File: src/wphv_pkg.sv
`default_nettype none
package wphv_pkg;

    localparam int TRIG_TABLE_BITS = 10;
    localparam int TANH_TABLE_BITS = 10;

    localparam logic [1:0] REG_CAPTURE = 2'd0;
    localparam logic [1:0] REG_GAIN_SURGE = 2'd1;
    localparam logic [1:0] REG_GAIN_SWAY = 2'd2;
    localparam logic [1:0] REG_GAIN_YAW = 2'd3;

    typedef struct packed {
        logic [31:0] capture_distance;
        logic signed [15:0] gain_surge;
        logic signed [15:0] gain_sway;
        logic signed [15:0] gain_yaw;
    } t_cfg;

    localparam logic [63:0] Q30_ONE = 64'd1 << 30;
    localparam logic [63:0] HALF_PI_Q30 = 64'd1686629713;

    function automatic logic [63:0] sin_quarter(input logic [14:0] r);
        logic [63:0] x;
        logic [63:0] x2;
        logic [63:0] s;
        x = ({49'd0, r} * HALF_PI_Q30) >> 14;
        x2 = (x * x) >> 30;
        s = Q30_ONE - x2 / 64'd110;
        s = Q30_ONE - ((x2 * s) >> 30) / 64'd72;
        s = Q30_ONE - ((x2 * s) >> 30) / 64'd42;
        s = Q30_ONE - ((x2 * s) >> 30) / 64'd20;
        s = Q30_ONE - ((x2 * s) >> 30) / 64'd6;
        return (x * s) >> 30;
    endfunction

    // sin of a binary angle, Q16 (range -65536..65536)
    function automatic logic signed [17:0] sin_q16(input logic [15:0] a);
        logic [1:0] q;
        logic [14:0] r;
        logic [63:0] v;
        logic signed [17:0] sv;
        q = a[15:14];
        r = {1'b0, a[13:0]};
        v = ((q[0] ? sin_quarter(15'd16384 - r) : sin_quarter(r)) + 64'd8192) >> 14;
        sv = $signed(v[17:0]);
        return q[1] ? -sv : sv;
    endfunction

    function automatic logic [63:0] exp_neg_small(input logic [63:0] z);
        logic [63:0] r;
        r = Q30_ONE;
        r = Q30_ONE - ((z * r) >> 30) / 64'd12;
        r = Q30_ONE - ((z * r) >> 30) / 64'd11;
        r = Q30_ONE - ((z * r) >> 30) / 64'd10;
        r = Q30_ONE - ((z * r) >> 30) / 64'd9;
        r = Q30_ONE - ((z * r) >> 30) / 64'd8;
        r = Q30_ONE - ((z * r) >> 30) / 64'd7;
        r = Q30_ONE - ((z * r) >> 30) / 64'd6;
        r = Q30_ONE - ((z * r) >> 30) / 64'd5;
        r = Q30_ONE - ((z * r) >> 30) / 64'd4;
        r = Q30_ONE - ((z * r) >> 30) / 64'd3;
        r = Q30_ONE - ((z * r) >> 30) / 64'd2;
        r = Q30_ONE - ((z * r) >> 30);
        return r;
    endfunction

    // e^(-2x) for tanh table entry i, Q30
    function automatic logic [63:0] tanh_exp(input logic [63:0] i);
        logic [63:0] t;
        t = exp_neg_small(i << (30 - TANH_TABLE_BITS));
        for (int k = 0; k < 4; k++) begin
            t = (t * t + (64'd1 << 29)) >> 30;
        end
        return t;
    endfunction

endpackage
`default_nettype wire

File: src/wphv_cfg.sv
`default_nettype none
module wphv_cfg (
    input  wire logic        i_clk,
    input  wire logic        i_rst_n,
    input  wire logic        i_cfg_valid,
    output logic             o_cfg_ready,
    input  wire logic [1:0]  i_cfg_index,
    input  wire logic [31:0] i_cfg_data,
    output wphv_pkg::t_cfg   o_cfg
);
    wphv_pkg::t_cfg r_cfg;

    assign o_cfg_ready = 1'b1;
    assign o_cfg = r_cfg;

    always_ff @(posedge i_clk) begin
        if (!i_rst_n) begin
            r_cfg.capture_distance <= 32'd65536;
            r_cfg.gain_surge <= 16'sd256;
            r_cfg.gain_sway <= 16'sd256;
            r_cfg.gain_yaw <= 16'sd256;
        end else if (i_cfg_valid) begin
            case (i_cfg_index)
                wphv_pkg::REG_CAPTURE: r_cfg.capture_distance <= i_cfg_data;
                wphv_pkg::REG_GAIN_SURGE: r_cfg.gain_surge <= i_cfg_data[15:0];
                wphv_pkg::REG_GAIN_SWAY: r_cfg.gain_sway <= i_cfg_data[15:0];
                wphv_pkg::REG_GAIN_YAW: r_cfg.gain_yaw <= i_cfg_data[15:0];
                default: ;
            endcase
        end
    end
endmodule
`default_nettype wire

File: config.mk
export PLATFORM = sky130hd
export DESIGN_NAME = wphv_cfg
export DESIGN_NICKNAME = d
export VERILOG_FILES = /design/src/wphv_pkg.sv /design/src/wphv_cfg.sv
export SDC_FILE = /design/constraint.sdc
export NUM_CORES = 1
export LEC_CHECK = 0
export BUFFER_PORTS_ARGS = -buffer_cell sky130_fd_sc_hd__buf_2
export CAP_MARGIN = 10
export CORE_MARGIN = 2
export CORE_UTILIZATION = 35
export CTS_BUF_LIST = sky130_fd_sc_hd__clkbuf_8
export DETAILED_ROUTE_END_ITERATION = 16
export GPL_ROUTABILITY_DRIVEN = 0
export SLEW_MARGIN = 20
export SYNTH_ARGS = -nofsm -noshare
export SYNTH_HDL_FRONTEND = slang
export SYNTH_SLANG_ARGS = --single-unit
File: constraint.sdc
create_clock -name i_clk -period 1.66 [get_ports i_clk]
set_clock_uncertainty 0.2 [all_clocks]
set_input_delay 0.332 -clock i_clk [delete_from_list [all_inputs] [get_ports i_clk]]
set_output_delay 0.332 -clock i_clk [all_outputs]
set_load 0.01 [all_outputs]
# Yosys cells after proc, flatten, opt, wreduce, memory -nomap -nowiden
# Index checks and enable logic that the tools add are counted.
[classes] n_eq_ne=3 n_reduce_logical=5
[op_table] cell="AND reduction 2 bit" count=4
[op_table] cell="== test 2 bit, second input constant" count=2
[op_table] cell="== test 2 x 1 -> 1 bit, second input constant" count=1
[op_table] cell="zero test 2 bit" count=1
[word_totals] register_bits=80 input_bits=37

# Depth between registers and ports, before layout
[logic_depth] ltp_word=2 mapped_depth=4 depth_no_buf=2

# Worst setup path after synthesis
# Ideal clock, no wire load.
[synth_path] path_type="input port to flip-flop" start="input i_cfg_index[1]" end="register r_cfg, in the netlist o_cfg[57]" setup_time_ns=0.072 slack_ns=0.426 arrival_ns=0.962 required_ns=1.388 n_path_buf=2 stages=4 cell_sequence="nor3b_2 > buf_4 > buf_8 > mux2i_1"
[synth_between] elab_chain_len=2
[synth_rtl] item="start: declaration" line_no="wphv_cfg.sv:7" rtl="input wire logic [1:0] i_cfg_index,"
[synth_rtl] item="zero test 2 bit" line_no="wphv_cfg.sv:23" rtl="case (i_cfg_index)"
[synth_rtl] item="AND reduction 2 bit (no line)"
[synth_rtl] item="end: declaration" line_no="wphv_cfg.sv:11" rtl="wphv_pkg::t_cfg r_cfg;"
# Every way passes these cells.
# A chain may end at the register's enable or synchronous reset.

# Final worst setup path
[layout_path] start="register r_cfg, in the netlist o_cfg[16]" end="output o_cfg[16] (netlist bit)"
[layout_rtl] item="end: declaration" line_no="wphv_cfg.sv:9" rtl="output wphv_pkg::t_cfg o_cfg"
# No word-level cell between the ends.

==> flow_summary.json <==
{
  "outcome": "finished clean",
  "grt_pass1_vias": 2453,
  "layout_commonest_cell": "buf_2",
  "post-route-min-period_ns": 1.38,
  "vias": 2403,
  "tns_ns": 0,
  "crit_path_end_kind": "output port",
  "yosys_warnings": 0,
  "ant_nets": 0,
  "fin_util_pct": 46.2,
  "netlist_instances": 300,
  "cp-startpoint": "o_cfg[16]",
  "ctsRootBufferMaster": "clkbuf_8",
  "drc": 0,
  "design_area_mm2": 0.00397,
  "layout_common_cells": "buf_2, nand2_1, dfxtp_1",
  "required_ns": 1.13,
  "syn_area_mm2": 0.00305,
  "final_cells": 527,
  "slew_viol_final": 0,
  "grt_pass1_wl_mm": 12.0,
  "hold_class": "in2reg",
  "grt_use_total_pct": 15.8,
  "hold_ws_ns": 0.0273,
  "maxCapViolations": 0,
  "powerDensity_mw_per_mm2": 1040,
  "first_pass_iters": 4,
  "nets": 451,
  "rr_worst_depth": 2,
  "core_mm2": 0.00859,
  "hold_end": "o_cfg[67]",
  "ys_ff_latch": 80,
  "synthAdderAreaFrac_pct": 0,
  "synth_nets": 337,
  "hold_buffers": 0,
  "htree_levels": 3,
  "grt_overflow": 0,
  "ys_seq_area_share_pct": 52.5,
  "slowest_delay_ns": 0.37,
  "start_kind": "flip-flop",
  "p_leak_nw": 2.08,
  "ir_worst_vdd_v": 0.000383,
  "comb_power_share_pct": 9.3,
  "grt_max_degree": 65,
  "ctsLongestPathBuffers": 2,
  "placed_cells": 511,
  "seq_area_mm2": 0.00160,
  "diodes": 0,
  "io_pins": 118,
  "finalCritPeriodShare_pct": 83.2,
  "cts_resized": 0,
  "path_buf_inv": 1,
  "synth-simple-area-share_pct": 15.6,
  "postCtsSetupRepairBufs": 0,
  "antenna_found_initial": 0,
  "rr_endpoint": "o_cfg[8]",
  "synthDistinctLibCells": 16,
  "area_delta_synth_final_pct": 30.2,
  "drive_above_1_share_pct": 34.1,
  "first_iter_violations": 63,
  "cp_max_fo": 2,
  "numPortBuffers": 116,
  "worstSetupPathType": "reg2out",
  "largest_reg_flops": 80,
  "synth_xor_area_share_pct": 0,
  "syn_area_per_cell_um2": 10.2,
  "cts_buffers": 9,
  "path_clk_slew_ns": 0.09,
  "hpwl_mm": 5.12,
  "die_h_um": 97.3,
  "worstSkewPairLatency_ns": 0.34,
  "cts.sinks": 80,
  "max_freq_ghz": 0.724,
  "crit_slowest_cell": "dfxtp_1",
  "worstHoldPathCells": 3,
  "dieWidth_um": 97.3,
  "synth.mux.area_fraction_pct": 25.9,
  "rows": 34,
  "hold_viol": 0,
  "critical_path.cell_chain": "buf_2",
  "start_util_pct": 35.5,
  "fill_cells": 875,
  "wl_mm": 7.21,
  "regToRegSetupSlack_ns": 0.83,
  "crit_family": "flip-flops",
  "synth_compound_area_share_pct": 0.246,
  "p_sw_uw": 955,
  "multi_input_area_mm2": 0.00128,
  "placed_area_mm2": 0.00372,
  "vias_per_cell": 4.56,
  "power_frac_clock_pct": 41.6,
  "synth_top_family_by_area": "multiplexers",
  "r2r-start": "o_cfg[8]",
  "rsz0062_at_grt": "no",
  "wire_per_inst_um": 13.7,
  "setup_viol": 0,
  "worstPathArrival_ns": 0.85,
  "cts_tree": "yes",
  "dieArea_mm2": 0.00947,
  "power_frac_seq_pct": 49.1,
  "p_sw_share_pct": 23.2,
  "power.internal_mw": 3.16,
  "worstHoldStart": "i_cfg_data[19]"
}
## per-stage QoR
stage,power [mW],setup slack (ns)
2_1_floorplan,2.29,0.426
3_3_place_gp,2.44,0.223
3_5_place_dp,2.45,0.161
4_1_cts,4.17,0.266
5_1_grt,4.29,0.239
6_report,4.11,0.279
## layout make-up
type                    count  share of cell area [%]
clock buffers               9                    3.12
clock inverters             7                    3.03
inverters                   1                  0.0946
multi-input cells         197                    32.3
flip-flops and latches     80                    40.4
well taps                 108                    3.40
repair buffers            125                    17.7
## routing by layer
metal | vias up | track usage [%] | share of wire, %
li1 | 1203 | - | -
met5 | - | 0 | 0
met4 | 0 | 6.09 | 1.2
met1 | 1129 | 18.6 | 43
met2 | 64 | 27.6 | 50
met3 | 7 | 4.17 | 5.9
## cells by family (layout without fill, tap and decap cells)
kind of cell	Yosys count	after routing
and+or+nand+nor	116	116
DFF	80	80
muxes	79	79
buffers and inverters	23	142
other	1	1
AOI/OAI and AO/OA	1	1
## cell usage after synthesis
cell / instances / share of area [%]
nand3b_1: 2 / 0.49
buf_4: 4 / 0.99
dfxtp_1: 80 / 53
conb_1: 1 / 0.12
inv_1: 1 / 0.12
o211ai_1: 1 / 0.25
nand4bb_1: 1 / 0.37
mux2i_1: 79 / 26
buf_6: 3 / 1.1
clkbuf_1: 3 / 0.37
nand3_2: 1 / 0.33
buf_8: 3 / 1.5
nand2_1: 107 / 13
nor3b_2: 1 / 0.41
buf_2: 9 / 1.5
nor2b_1: 4 / 0.82
## worst reg2reg max path, cell delays in order (launching register included)
cell and delay [ns]:
dfxtp_1 0.32, nor2b_1 0.11, mux2i_1 0.08
## power groups by stage
stage	clock network (mW)	registers, mW	logic, mW
after floorplan	0	2.10	0.193
after global placement	0	2.06	0.379
after detailed placement	0	2.06	0.388
after CTS	1.76	2.02	0.389
after global routing	1.84	2.03	0.419
final	1.71	2.02	0.381
## worst max-delay path by stage
stage | endpoint | slack [ns] | depth (start not counted)
3_5_place_dp | o_cfg[70] | 0.16 | 4
2_1_floorplan | o_cfg[57] | 0.43 | 4
6_report | o_cfg[16] | 0.28 | 1
3_3_place_gp | o_cfg[57] | 0.22 | 4
4_1_cts | o_cfg[16] | 0.27 | 1
5_1_grt | o_cfg[28] | 0.24 | 1
(Power assumes the default switching activity.)
